## config.mk

```make
export PLATFORM = sky130hd
export DESIGN_NAME = cpu_instruction_subset_execute
export DESIGN_NICKNAME = d
export VERILOG_FILES = /design/src/rtl/cise_pkg.sv /design/src/rtl/cise_front.sv /design/src/rtl/cise_queue.sv /design/src/rtl/cise_back.sv /design/src/rtl/cpu_instruction_subset_execute.sv
export SDC_FILE = /design/constraint.sdc
export NUM_CORES = 1
export LEC_CHECK = 0
export ABC_AREA = 1
export BUFFER_PORTS_ARGS = -buffer_cell sky130_fd_sc_hd__buf_4
export CAP_MARGIN = 5
export CORE_MARGIN = 2
export CORE_UTILIZATION = 25
export CTS_BUF_LIST = sky130_fd_sc_hd__clkbuf_16
export CTS_CLUSTER_SIZE = 24
export DETAILED_ROUTE_END_ITERATION = 8
export PLACE_DENSITY = 0.4
export SYNTH_ARGS = -nofsm -noshare
export SYNTH_HDL_FRONTEND = slang
export SYNTH_SLANG_ARGS = --single-unit
```

## constraint.sdc

```tcl
create_clock -name clock -period 3.63 [get_ports clock]
set_clock_uncertainty 0.15 [all_clocks]
set_input_delay 0.363 -clock clock [delete_from_list [all_inputs] [get_ports clock]]
set_output_delay 0.363 -clock clock [all_outputs]
set_load 0.005 [all_outputs]
```

## src/rtl/cise_pkg.sv

```systemverilog
package cise_pkg;

   // Opcodes of the covered subset
   localparam logic [7:0] OPC_NOP       = 8'h00;
   localparam logic [7:0] OPC_LD_B_N    = 8'h06;
   localparam logic [7:0] OPC_LD_C_N    = 8'h0E;
   localparam logic [7:0] OPC_LD_D_N    = 8'h16;
   localparam logic [7:0] OPC_LD_E_N    = 8'h1E;
   localparam logic [7:0] OPC_LD_H_N    = 8'h26;
   localparam logic [7:0] OPC_LD_L_N    = 8'h2E;
   localparam logic [7:0] OPC_LD_HL_NN  = 8'h21;
   localparam logic [7:0] OPC_LDD_A_HL  = 8'h3A;
   localparam logic [7:0] OPC_LDD_HL_A  = 8'h32;
   localparam logic [7:0] OPC_DEC_BC    = 8'h0B;
   localparam logic [7:0] OPC_DEC_DE    = 8'h1B;
   localparam logic [7:0] OPC_DEC_HL    = 8'h2B;
   localparam logic [7:0] OPC_DEC_SP    = 8'h3B;
   localparam logic [7:0] OPC_DEC_B     = 8'h05;
   localparam logic [7:0] OPC_DEC_C     = 8'h0D;
   localparam logic [7:0] OPC_DEC_D     = 8'h15;
   localparam logic [7:0] OPC_DEC_E     = 8'h1D;
   localparam logic [7:0] OPC_DEC_H     = 8'h25;
   localparam logic [7:0] OPC_DEC_L     = 8'h2D;
   localparam logic [7:0] OPC_DEC_A     = 8'h3D;
   localparam logic [7:0] OPC_DEC_MHL   = 8'h35;
   localparam logic [7:0] OPC_XOR_B     = 8'hA8;
   localparam logic [7:0] OPC_XOR_C     = 8'hA9;
   localparam logic [7:0] OPC_XOR_D     = 8'hAA;
   localparam logic [7:0] OPC_XOR_E     = 8'hAB;
   localparam logic [7:0] OPC_XOR_H     = 8'hAC;
   localparam logic [7:0] OPC_XOR_L     = 8'hAD;
   localparam logic [7:0] OPC_XOR_A     = 8'hAF;
   localparam logic [7:0] OPC_JP_NN     = 8'hC3;
   localparam logic [7:0] OPC_JR_NZ     = 8'h20;
   localparam logic [7:0] OPC_JR_Z      = 8'h28;
   localparam logic [7:0] OPC_JR_NC     = 8'h30;
   localparam logic [7:0] OPC_JR_C      = 8'h38;

   // 8-bit register codes as carried in the opcode
   localparam logic [2:0] R8_B = 3'd0;
   localparam logic [2:0] R8_C = 3'd1;
   localparam logic [2:0] R8_D = 3'd2;
   localparam logic [2:0] R8_E = 3'd3;
   localparam logic [2:0] R8_H = 3'd4;
   localparam logic [2:0] R8_L = 3'd5;
   localparam logic [2:0] R8_A = 3'd7;

   // 16-bit pair codes
   localparam logic [1:0] PAIR_BC = 2'd0;
   localparam logic [1:0] PAIR_DE = 2'd1;
   localparam logic [1:0] PAIR_HL = 2'd2;
   localparam logic [1:0] PAIR_SP = 2'd3;

   // Flag bit positions
   localparam int FLAG_Z_BIT = 3;
   localparam int FLAG_N_BIT = 2;
   localparam int FLAG_H_BIT = 1;
   localparam int FLAG_C_BIT = 0;

   localparam logic [15:0] ENTRY_RESET = 16'h0100;

   // Register index of entry_address on the configuration port
   localparam logic REG_ENTRY_ADDRESS = 1'b0;

   typedef enum logic [3:0] {
      OP_NOP,
      OP_LD_R_N,
      OP_LD_HL_NN,
      OP_LDD_A_HL,
      OP_LDD_HL_A,
      OP_DEC_R16,
      OP_DEC_R8,
      OP_DEC_MEM,
      OP_XOR,
      OP_JP,
      OP_JR,
      OP_ILLEGAL
   } op_kind_type;

   typedef struct packed {
      logic [7:0] command;
      logic [7:0] operand_low;
      logic [7:0] operand_high;
      logic [7:0] byte_at_hl;
   } req_payload_type;

   typedef struct packed {
      logic [15:0] next_pc;
      logic        write_enable;
      logic [15:0] write_address;
      logic [7:0]  write_data;
      logic        illegal_opcode;
      logic [7:0]  acc_out;
      logic [3:0]  flag_bits;
      logic [15:0] pair_hl_out;
   } rsp_payload_type;

   typedef struct packed {
      op_kind_type kind;
      logic [2:0]  reg_code;
      logic [1:0]  pair_code;
      logic        cond_carry;
      logic        cond_set;
      logic [7:0]  operand_low;
      logic [7:0]  operand_high;
      logic [7:0]  byte_at_hl;
   } decoded_type;

   typedef struct packed {
      logic        load;
      logic [15:0] value;
   } pc_load_type;

endpackage

```

## src/rtl/cise_front.sv

```systemverilog
// Classify the opcode and pull out register, pair and condition fields.
module cise_front (
   input  cise_pkg::req_payload_type item,
   output cise_pkg::decoded_type     decoded
);

   always_comb begin
      decoded.reg_code     = item.command[5:3];
      decoded.pair_code    = item.command[5:4];
      decoded.cond_carry   = item.command[4];
      decoded.cond_set     = item.command[3];
      decoded.operand_low  = item.operand_low;
      decoded.operand_high = item.operand_high;
      decoded.byte_at_hl   = item.byte_at_hl;

      case (item.command)
         cise_pkg::OPC_NOP: begin
            decoded.kind = cise_pkg::OP_NOP;
         end
         cise_pkg::OPC_LD_B_N, cise_pkg::OPC_LD_C_N, cise_pkg::OPC_LD_D_N,
         cise_pkg::OPC_LD_E_N, cise_pkg::OPC_LD_H_N, cise_pkg::OPC_LD_L_N: begin
            decoded.kind = cise_pkg::OP_LD_R_N;
         end
         cise_pkg::OPC_LD_HL_NN: begin
            decoded.kind = cise_pkg::OP_LD_HL_NN;
         end
         cise_pkg::OPC_LDD_A_HL: begin
            decoded.kind = cise_pkg::OP_LDD_A_HL;
         end
         cise_pkg::OPC_LDD_HL_A: begin
            decoded.kind = cise_pkg::OP_LDD_HL_A;
         end
         cise_pkg::OPC_DEC_BC, cise_pkg::OPC_DEC_DE, cise_pkg::OPC_DEC_HL,
         cise_pkg::OPC_DEC_SP: begin
            decoded.kind = cise_pkg::OP_DEC_R16;
         end
         cise_pkg::OPC_DEC_B, cise_pkg::OPC_DEC_C, cise_pkg::OPC_DEC_D,
         cise_pkg::OPC_DEC_E, cise_pkg::OPC_DEC_H, cise_pkg::OPC_DEC_L,
         cise_pkg::OPC_DEC_A: begin
            decoded.kind = cise_pkg::OP_DEC_R8;
         end
         cise_pkg::OPC_DEC_MHL: begin
            decoded.kind = cise_pkg::OP_DEC_MEM;
         end
         cise_pkg::OPC_XOR_B, cise_pkg::OPC_XOR_C, cise_pkg::OPC_XOR_D,
         cise_pkg::OPC_XOR_E, cise_pkg::OPC_XOR_H, cise_pkg::OPC_XOR_L,
         cise_pkg::OPC_XOR_A: begin
            decoded.kind     = cise_pkg::OP_XOR;
            // XOR names its source in the low three bits
            decoded.reg_code = item.command[2:0];
         end
         cise_pkg::OPC_JP_NN: begin
            decoded.kind = cise_pkg::OP_JP;
         end
         cise_pkg::OPC_JR_NZ, cise_pkg::OPC_JR_Z, cise_pkg::OPC_JR_NC,
         cise_pkg::OPC_JR_C: begin
            decoded.kind = cise_pkg::OP_JR;
         end
         default: begin
            decoded.kind = cise_pkg::OP_ILLEGAL;
         end
      endcase
   end

endmodule

```

## src/rtl/cise_queue.sv

```systemverilog
// Small first-in first-out buffer of decoded instructions.
module cise_queue #(
   parameter int DEPTH = 2
) (
   input  logic                  clock,
   input  logic                  reset,
   input  logic                  push,
   input  cise_pkg::decoded_type push_data,
   output logic                  full,
   input  logic                  pop,
   output logic                  empty,
   output cise_pkg::decoded_type head
);

   localparam int PTR_W = (DEPTH > 1) ? $clog2(DEPTH) : 1;
   localparam int CNT_W = $clog2(DEPTH + 1);
   localparam logic [PTR_W-1:0] LAST = PTR_W'(DEPTH - 1);

   cise_pkg::decoded_type store_ff [DEPTH];
   logic [PTR_W-1:0] wr_ptr_ff, wr_ptr_in;
   logic [PTR_W-1:0] rd_ptr_ff, rd_ptr_in;
   logic [CNT_W-1:0] count_ff, count_in;

   assign full  = (count_ff == CNT_W'(DEPTH));
   assign empty = (count_ff == '0);
   assign head  = store_ff[rd_ptr_ff];

   always_comb begin
      wr_ptr_in = wr_ptr_ff;
      rd_ptr_in = rd_ptr_ff;
      count_in  = count_ff;
      if (push) begin
         wr_ptr_in = (wr_ptr_ff == LAST) ? '0 : wr_ptr_ff + 1'b1;
      end
      if (pop) begin
         rd_ptr_in = (rd_ptr_ff == LAST) ? '0 : rd_ptr_ff + 1'b1;
      end
      if (push && !pop) begin
         count_in = count_ff + 1'b1;
      end else if (pop && !push) begin
         count_in = count_ff - 1'b1;
      end
   end

   always_ff @(posedge clock) begin
      if (reset) begin
         wr_ptr_ff <= '0;
         rd_ptr_ff <= '0;
         count_ff  <= '0;
      end else begin
         wr_ptr_ff <= wr_ptr_in;
         rd_ptr_ff <= rd_ptr_in;
         count_ff  <= count_in;
      end
   end

   always_ff @(posedge clock) begin
      if (push) begin
         store_ff[wr_ptr_ff] <= push_data;
      end
   end

endmodule

```

## src/rtl/cise_back.sv

```systemverilog
// Execute one decoded instruction per cycle, while the response is not
// stalled, against the register file and register the result.
module cise_back (
   input  logic                     clock,
   input  logic                     reset,
   input  cise_pkg::pc_load_type    pc_load,
   input  logic                     head_valid,
   input  cise_pkg::decoded_type    head,
   output logic                     pop,
   output logic                     rsp_valid,
   input  logic                     rsp_stall,
   output cise_pkg::rsp_payload_type rsp_payload
);

   logic [15:0] pc_ff, pc_in;
   logic [7:0]  a_ff, a_in;
   logic [3:0]  flags_ff, flags_in;
   logic [7:0]  b_ff, b_in, c_ff, c_in, d_ff, d_in, e_ff, e_in, h_ff, h_in, l_ff, l_in;
   logic [15:0] sp_ff, sp_in;
   logic        rsp_valid_ff;
   cise_pkg::rsp_payload_type rsp_ff, rsp_in;

   logic [7:0]  src_r8;
   logic [15:0] src_pair;
   logic [15:0] hl;
   logic [7:0]  dec_old;
   logic [7:0]  dec_res;
   logic        r8_we;
   logic [7:0]  r8_wd;
   logic        pair_we;
   logic [1:0]  pair_code;
   logic [15:0] pair_wd;
   logic        cond_flag;
   logic        take;
   logic [15:0] jr_base;

   // Take a new instruction whenever the output register is free or draining
   assign pop         = head_valid && (!rsp_valid_ff || !rsp_stall);
   assign rsp_valid   = rsp_valid_ff;
   assign rsp_payload = rsp_ff;
   assign hl          = {h_ff, l_ff};

   always_comb begin
      case (head.reg_code)
         cise_pkg::R8_B: src_r8 = b_ff;
         cise_pkg::R8_C: src_r8 = c_ff;
         cise_pkg::R8_D: src_r8 = d_ff;
         cise_pkg::R8_E: src_r8 = e_ff;
         cise_pkg::R8_H: src_r8 = h_ff;
         cise_pkg::R8_L: src_r8 = l_ff;
         cise_pkg::R8_A: src_r8 = a_ff;
         default:        src_r8 = b_ff;
      endcase
      case (head.pair_code)
         cise_pkg::PAIR_BC: src_pair = {b_ff, c_ff};
         cise_pkg::PAIR_DE: src_pair = {d_ff, e_ff};
         cise_pkg::PAIR_HL: src_pair = hl;
         default:           src_pair = sp_ff;
      endcase
   end

   always_comb begin
      pc_in     = pc_ff;
      a_in      = a_ff;
      flags_in  = flags_ff;
      b_in      = b_ff;
      c_in      = c_ff;
      d_in      = d_ff;
      e_in      = e_ff;
      h_in      = h_ff;
      l_in      = l_ff;
      sp_in     = sp_ff;
      r8_we     = 1'b0;
      r8_wd     = head.operand_low;
      pair_we   = 1'b0;
      pair_code = head.pair_code;
      pair_wd   = src_pair - 16'd1;
      dec_old   = src_r8;
      cond_flag = head.cond_carry ? flags_ff[cise_pkg::FLAG_C_BIT]
                                  : flags_ff[cise_pkg::FLAG_Z_BIT];
      take      = head.cond_set ? cond_flag : !cond_flag;
      jr_base   = pc_ff + 16'd2;

      rsp_in                = '0;

      case (head.kind)
         cise_pkg::OP_NOP: begin
            pc_in = pc_ff + 16'd1;
         end
         cise_pkg::OP_LD_R_N: begin
            r8_we = 1'b1;
            r8_wd = head.operand_low;
            pc_in = pc_ff + 16'd2;
         end
         cise_pkg::OP_LD_HL_NN: begin
            pair_we   = 1'b1;
            pair_code = cise_pkg::PAIR_HL;
            pair_wd   = {head.operand_high, head.operand_low};
            pc_in     = pc_ff + 16'd3;
         end
         cise_pkg::OP_LDD_A_HL: begin
            a_in      = head.byte_at_hl;
            pair_we   = 1'b1;
            pair_code = cise_pkg::PAIR_HL;
            pair_wd   = hl - 16'd1;
            pc_in     = pc_ff + 16'd1;
         end
         cise_pkg::OP_LDD_HL_A: begin
            rsp_in.write_enable  = 1'b1;
            rsp_in.write_address = hl;
            rsp_in.write_data    = a_ff;
            pair_we              = 1'b1;
            pair_code            = cise_pkg::PAIR_HL;
            pair_wd              = hl - 16'd1;
            pc_in                = pc_ff + 16'd1;
         end
         cise_pkg::OP_DEC_R16: begin
            pair_we = 1'b1;
            pc_in   = pc_ff + 16'd1;
         end
         cise_pkg::OP_DEC_R8: begin
            r8_we = 1'b1;
            r8_wd = src_r8 - 8'd1;
            pc_in = pc_ff + 16'd1;
         end
         cise_pkg::OP_DEC_MEM: begin
            dec_old              = head.byte_at_hl;
            rsp_in.write_enable  = 1'b1;
            rsp_in.write_address = hl;
            rsp_in.write_data    = head.byte_at_hl - 8'd1;
            pc_in                = pc_ff + 16'd1;
         end
         cise_pkg::OP_XOR: begin
            a_in     = a_ff ^ src_r8;
            flags_in = '0;
            flags_in[cise_pkg::FLAG_Z_BIT] = ((a_ff ^ src_r8) == 8'd0);
            pc_in    = pc_ff + 16'd1;
         end
         cise_pkg::OP_JP: begin
            pc_in = {head.operand_high, head.operand_low};
         end
         cise_pkg::OP_JR: begin
            pc_in = take ? jr_base + {{8{head.operand_low[7]}}, head.operand_low} : jr_base;
         end
         default: begin
            rsp_in.illegal_opcode = 1'b1;
         end
      endcase

      // Shared decrement flags for DEC r and DEC (HL): carry is kept
      dec_res = dec_old - 8'd1;
      if (head.kind == cise_pkg::OP_DEC_R8 || head.kind == cise_pkg::OP_DEC_MEM) begin
         flags_in[cise_pkg::FLAG_Z_BIT] = (dec_res == 8'd0);
         flags_in[cise_pkg::FLAG_N_BIT] = 1'b1;
         flags_in[cise_pkg::FLAG_H_BIT] = (dec_old[3:0] == 4'd0);
         flags_in[cise_pkg::FLAG_C_BIT] = flags_ff[cise_pkg::FLAG_C_BIT];
      end

      if (r8_we) begin
         case (head.reg_code)
            cise_pkg::R8_B: b_in = r8_wd;
            cise_pkg::R8_C: c_in = r8_wd;
            cise_pkg::R8_D: d_in = r8_wd;
            cise_pkg::R8_E: e_in = r8_wd;
            cise_pkg::R8_H: h_in = r8_wd;
            cise_pkg::R8_L: l_in = r8_wd;
            cise_pkg::R8_A: a_in = r8_wd;
            default:        b_in = b_ff;
         endcase
      end

      if (pair_we) begin
         case (pair_code)
            cise_pkg::PAIR_BC: {b_in, c_in} = pair_wd;
            cise_pkg::PAIR_DE: {d_in, e_in} = pair_wd;
            cise_pkg::PAIR_HL: {h_in, l_in} = pair_wd;
            default:           sp_in = pair_wd;
         endcase
      end

      rsp_in.next_pc     = pc_in;
      rsp_in.acc_out     = a_in;
      rsp_in.flag_bits   = flags_in;
      rsp_in.pair_hl_out = {h_in, l_in};
   end

   always_ff @(posedge clock) begin
      if (reset) begin
         pc_ff        <= cise_pkg::ENTRY_RESET;
         a_ff         <= '0;
         flags_ff     <= '0;
         b_ff         <= '0;
         c_ff         <= '0;
         d_ff         <= '0;
         e_ff         <= '0;
         h_ff         <= '0;
         l_ff         <= '0;
         sp_ff        <= '0;
         rsp_valid_ff <= 1'b0;
      end else begin
         if (pc_load.load) begin
            pc_ff <= pc_load.value;
         end else if (pop) begin
            pc_ff <= pc_in;
         end
         if (pop) begin
            a_ff     <= a_in;
            flags_ff <= flags_in;
            b_ff     <= b_in;
            c_ff     <= c_in;
            d_ff     <= d_in;
            e_ff     <= e_in;
            h_ff     <= h_in;
            l_ff     <= l_in;
            sp_ff    <= sp_in;
         end
         if (pop) begin
            rsp_valid_ff <= 1'b1;
         end else if (!rsp_stall) begin
            rsp_valid_ff <= 1'b0;
         end
      end
   end

   // Hold the result until the far side takes it
   always_ff @(posedge clock) begin
      if (pop) begin
         rsp_ff <= rsp_in;
      end
   end

endmodule

```

## src/rtl/cpu_instruction_subset_execute.sv

```systemverilog
// Executes a small subset of an 8-bit CPU's instructions, one instruction per
// request transfer and one response transfer for each: NOP, LD r,n, LD HL,nn,
// LDD A,(HL), LDD (HL),A, DEC r8, DEC (HL), DEC r16, XOR r, JP nn and the four
// conditional JR forms. The caller supplies the opcode, the two bytes after it
// and the memory byte at the current HL; the response reports the next PC, an
// optional memory write (at the old HL), the accumulator, the flags and the new
// HL, which tells the caller where to fetch the next byte_at_hl. Unknown opcodes
// set illegal_opcode and change nothing. Throughput is one instruction per
// clock cycle while the response is not stalled: the decoder feeds a
// QUEUE_DEPTH-entry queue, and the execute stage retires one queued
// instruction per cycle into the response register. Each request is written
// into the queue, and its response is registered when the back end pops it.
// A stalled response holds the execute stage; the queue then fills and
// req_stall rises once it holds QUEUE_DEPTH instructions. Because each
// instruction depends on the state left by the one before it, the caller must
// supply byte_at_hl for the HL that the previous response reported. Writing
// entry_address (byte address 0) also reloads the program counter, as a restart
// at that address; write it only when no instruction is in flight.
module cpu_instruction_subset_execute #(
   parameter int QUEUE_DEPTH = 2
) (
   input  logic                      clock,
   input  logic                      reset,
   // request channel
   input  logic                      req_valid,
   output logic                      req_stall,
   input  cise_pkg::req_payload_type req_payload,
   // response channel
   output logic                      rsp_valid,
   input  logic                      rsp_stall,
   output cise_pkg::rsp_payload_type rsp_payload,
   // configuration port
   input  logic                      psel,
   input  logic                      penable,
   input  logic                      pwrite,
   input  logic [2:0]                paddr,
   input  logic [31:0]               pwdata,
   output logic [31:0]               prdata,
   output logic                      pready
);

   logic [15:0]           entry_ff;
   logic                  cfg_write;
   logic                  entry_hit;
   cise_pkg::pc_load_type pc_load;
   cise_pkg::decoded_type decoded;
   cise_pkg::decoded_type head;
   logic                  queue_full;
   logic                  queue_empty;
   logic                  push;
   logic                  pop;

   // Configuration: one register, zero wait states
   assign pready    = 1'b1;
   assign entry_hit = (paddr[2] == cise_pkg::REG_ENTRY_ADDRESS);
   assign cfg_write = psel && penable && pwrite && pready;
   assign prdata    = entry_hit ? {16'd0, entry_ff} : 32'd0;

   assign pc_load.load  = cfg_write && entry_hit;
   assign pc_load.value = pwdata[15:0];

   always_ff @(posedge clock) begin
      if (reset) begin
         entry_ff <= cise_pkg::ENTRY_RESET;
      end else if (pc_load.load) begin
         entry_ff <= pc_load.value;
      end
   end

   // Front: accept a transfer whenever the queue has room
   assign req_stall = queue_full;
   assign push      = req_valid && !queue_full;

   cise_front u_front (
      .item    (req_payload),
      .decoded (decoded)
   );

   cise_queue #(
      .DEPTH (QUEUE_DEPTH)
   ) u_queue (
      .clock     (clock),
      .reset     (reset),
      .push      (push),
      .push_data (decoded),
      .full      (queue_full),
      .pop       (pop),
      .empty     (queue_empty),
      .head      (head)
   );

   // Back: execute in order and register the response
   cise_back u_back (
      .clock       (clock),
      .reset       (reset),
      .pc_load     (pc_load),
      .head_valid  (!queue_empty),
      .head        (head),
      .pop         (pop),
      .rsp_valid   (rsp_valid),
      .rsp_stall   (rsp_stall),
      .rsp_payload (rsp_payload)
   );

endmodule
```

==> impl_metrics.py <==
metrics = {
    "status": {
        "status": "finished clean",
    },
    "worst_setup_path": {
        "path_depth": 18,
        "end_kind": "flip-flop",
        "worstPathMaxFanout": 14,
        "cpLargestDelayFamily": "simple AND/OR/NAND/NOR gates",
        "crit_end": "u_back.e_ff[4]$_SDFFE_PP0P_",
        "worstRegToRegCells": 18,
        "arrival_ps": 3630,
        "r2r-end": "u_back.e_ff[4]$_SDFFE_PP0P_",
        "cp_data_required_time_ps": 3850,
        "max_stage_delay_ps": 340,
        "crit_top_cell": "nand2_1",
        "critical_path_class": "reg -> reg",
        "cp_slowest_cell": "dfxtp_2",
        "worstPathBufferInverterCount": 4,
        "rrSetupSlack_ps": 220,
        "crit_path_cell_trace": "inv_4 -> buf_6 -> nand2_1 -> nand2_2 -> nand2_4 -> nor2_8 -> nor2_4 -> buf_4 -> a21oi_4 -> ha_1 -> nand2_1 -> nand2_1 -> nand3_1 -> o21ai_0 -> buf_4 -> a21oi_1 -> nand2_1 -> a21oi_1",
        "start_kind": "flip-flop",
    },
    "drt": {
        "postRouteAntennaNets": 0,
        "drt-vias-per-instance": 4.70,
        "drt_wl_total_um": 62400,
        "drc": 0,
        "wl_per_cell_um": 19.3,
        "drt_pass1_iterations": 5,
        "vias": 15157,
        "dr.first_iter.drc_count": 1164,
    },
    "global_routing": {
        "gr-usage-all-layers": 0.193,
        "grt-ovfl-total": 0,
        "first_global_vias": 14746,
        "grt_start_max_net_pins": 119,
        "antenna_found_initial": 1,
        "grtUsageMet3": 0.0217,
        "met1_usage": 0.258,
        "grt_most_used_layer": "met2",
        "grt_pass1_wl_um": 92500,
        "use_met2": 0.324,
    },
    "synthesis": {
        "synth_edf_count": 138,
        "synth_area_leaders": "edfxtp_1 (27%), dfxtp_1 (15%), nand2_1 (12%)",
        "synth-seq-area-share": 0.414,
        "synth_most_common_cell": "nand2_1",
        "syn_area_per_cell_um2": 7.43,
        "ys_warn_count": 0,
        "yosysTopAreaCellShare": 0.267,
        "synth_area_leader_cell": "edfxtp_1",
        "synth_seq_cells": 252,
        "syn_inst": 2089,
        "async_reset_ff_frac": 0,
        "synth_common_cells": "nand2_1 (490), inv_1 (240), a21oi_1 (189), nor2_1 (179), nand3_1 (164)",
        "ys_types": 63,
        "synth-main-ff-cell": "edfxtp_1",
        "synth_area_mm2": 0.0155,
    },
    "timing": {
        "fmax_mhz": 293,
        "fin_crit_sh": 0.939,
        "fin_hold_ws_ps": 40.3,
        "drv_slew": 0,
        "tightest_slew_ps": 1120,
        "slew_headroom": 0.256,
        "setup_violations": 0,
        "finalCriticalPeriod_ps": 3410,
        "hold_violations": 0,
    },
    "power": {
        "max-vdd-ir-drop_uv": 787,
        "total_power_mw": 17.8,
        "power_leakage_nw": 8.46,
        "p_per_area_mw_per_mm2": 899,
    },
    "floorplan": {
        "rows": 91,
        "io_pins": 179,
        "core_area_mm2": 0.0616,
        "initial_utilization": 0.252,
        "die_w_um": 253,
        "die_area_mm2": 0.0641,
        "die_y_um": 253,
    },
    "place": {
        "io_buffers": 143,
        "dp_hpwl_um": 47800,
        "place.gp.congestion": 0.921,
        "post-place-cells": 3119,
    },
    "clocking": {
        "clock_path_buffers": 3,
        "numClockSinks": 252,
        "cts_tree": "yes",
        "insertion_delay_ps": 550,
        "root_buffer": "clkbuf_16",
        "clk_pin_slew_ps": 60,
        "h-tree-depth": 2,
        "cts_buffers": 34,
    },
    "final_layout": {
        "layout.cells.non_filler": 3226,
        "nets": 2462,
        "drive_gt1_frac": 0.195,
        "antennaDiodeCount": 0,
        "fillers": 6629,
        "syn2layout_area_growth_pct": 27.4,
    },
    "flow_run": {
        "maxCapViolCount": 0,
    },
    "worst_hold_path": {
        "hold_class": "in -> reg",
    },
}
==> power by group <==
group,internal [mW],total [mW],switching (mW)
Sequential,4.03,4.59,0.561
Clock,1.72,3.08,1.36
Combinational,3.50,10.1,6.62
==> area by class of cell <==
type                       instances  area (µm²)  area share
clock buffer                      34         851      0.0430
multi-input combinational       1512        7810       0.395
inverter                         251         952      0.0481
sequential                       252        6430       0.325
clock inverter                    28         158     0.00797
tap                              837        1050      0.0529
timing repair buffer             312        2540       0.128
==> how the worst min path moves through the flow <==
stage                                              start                             end  slack (ps)  cells past startpoint
after floorplan           u_queue.rd_ptr_ff$_SDFFE_PP0P_                       flip-flop         280                      1
after global placement    u_queue.rd_ptr_ff$_SDFFE_PP0P_  u_queue.rd_ptr_ff$_SDFFE_PP0P_         280                      1
after detailed placement  u_queue.rd_ptr_ff$_SDFFE_PP0P_                       flip-flop         290                      1
after CTS                                      rsp_stall   u_back.rsp_valid$_SDFFE_PP0P_          20                      3
after global routing                           rsp_stall   u_back.rsp_valid$_SDFFE_PP0P_          50                      3
final                                          rsp_stall   u_back.rsp_valid$_SDFFE_PP0P_          40                      3
==> kinds of logic after synthesis <==
kind of cell    after synthesis  synth area share
buf+inv                     340            0.0926
mux                           2           0.00129
simple gates               1001             0.295
fa+ha+maj                    25            0.0211
other cells                   2          0.000484
xor+xnor                     33            0.0186
flops                       252             0.414
compound gates              434             0.157
==> worst min-delay path, cell delays in order <==
cell and delay, ps:
buf_4 100, nand2_1 130, a21oi_1 90
==> registers in the layout, summed over array words and instances, names as in the netlist, 16 cells and up, named ones only <==
| register | count |
|---|---|
| u_queue.store_ff | 68 |
| u_back.pc_ff | 16 |
| entry_ff | 16 |
| u_back.sp_ff | 16 |
| u_back.rsp_payload | 70 |
==> cells in the final DEF, fill, tap and decap left out, types with 11 or more instances in the layout <==
| cell type | synthesis | routed |
|---|---|---|
| xor2_1 | 30 | 29 |
| edfxtp_1 | 138 | 138 |
| conb_1 | 2 | 17 |
| o21ai_1 | 29 | 33 |
| nor2_4 | 10 | 13 |
| o21ai_0 | 120 | 115 |
| nand2_4 | 14 | 15 |
| nor3_1 | 19 | 19 |
| a21oi_1 | 189 | 184 |
| buf_4 | 19 | 260 |
| dfxtp_1 | 114 | 111 |
| nand3_2 | 13 | 13 |
| nand4_1 | 22 | 22 |
| inv_1 | 240 | 245 |
| a21oi_2 | 6 | 11 |
| ha_1 | 23 | 22 |
| o211ai_1 | 23 | 23 |
| nand2_2 | 29 | 29 |
| nand3_1 | 164 | 164 |
| nor2_1 | 179 | 176 |
| dlygate4sd3_1 | 0 | 43 |
| or2_2 | 20 | 20 |
| a31oi_1 | 13 | 12 |
| nand2_1 | 490 | 489 |
| clkbuf_16 | 0 | 34 |
| nor2_2 | 14 | 14 |
==> metrics by stage <==
stage | instance area [µm²] | worst slack, ps | setup TNS, ps | util
floorplan | 15600 | 225 | 0 | -
global placement | 18300 | -6.94 | -6.94 | 0.296
detailed placement | 18300 | 38.6 | 0 | 0.296
CTS | 19700 | 3.03 | 0 | 0.320
global route | 19800 | -4.30 | -6.98 | 0.321
finish | 19800 | 222 | 0 | 0.321
==> timing repair <==
action | CTS | global route
buffers inserted | 0 | 2
hold buffers | 43 | 0
endpoints found under the hold margin | 78 | 0
resized for setup | 0 | 28
setup endpoints to repair | 0 | 71
==> per-layer routing <==
metal,wire [µm],vias up
li1,-,7494
met1,28600,7165
met2,29400,409
met3,2780,89
met4,1630,0
met5,0,-
No activity file was read; power rests on OpenSTA's default activity.
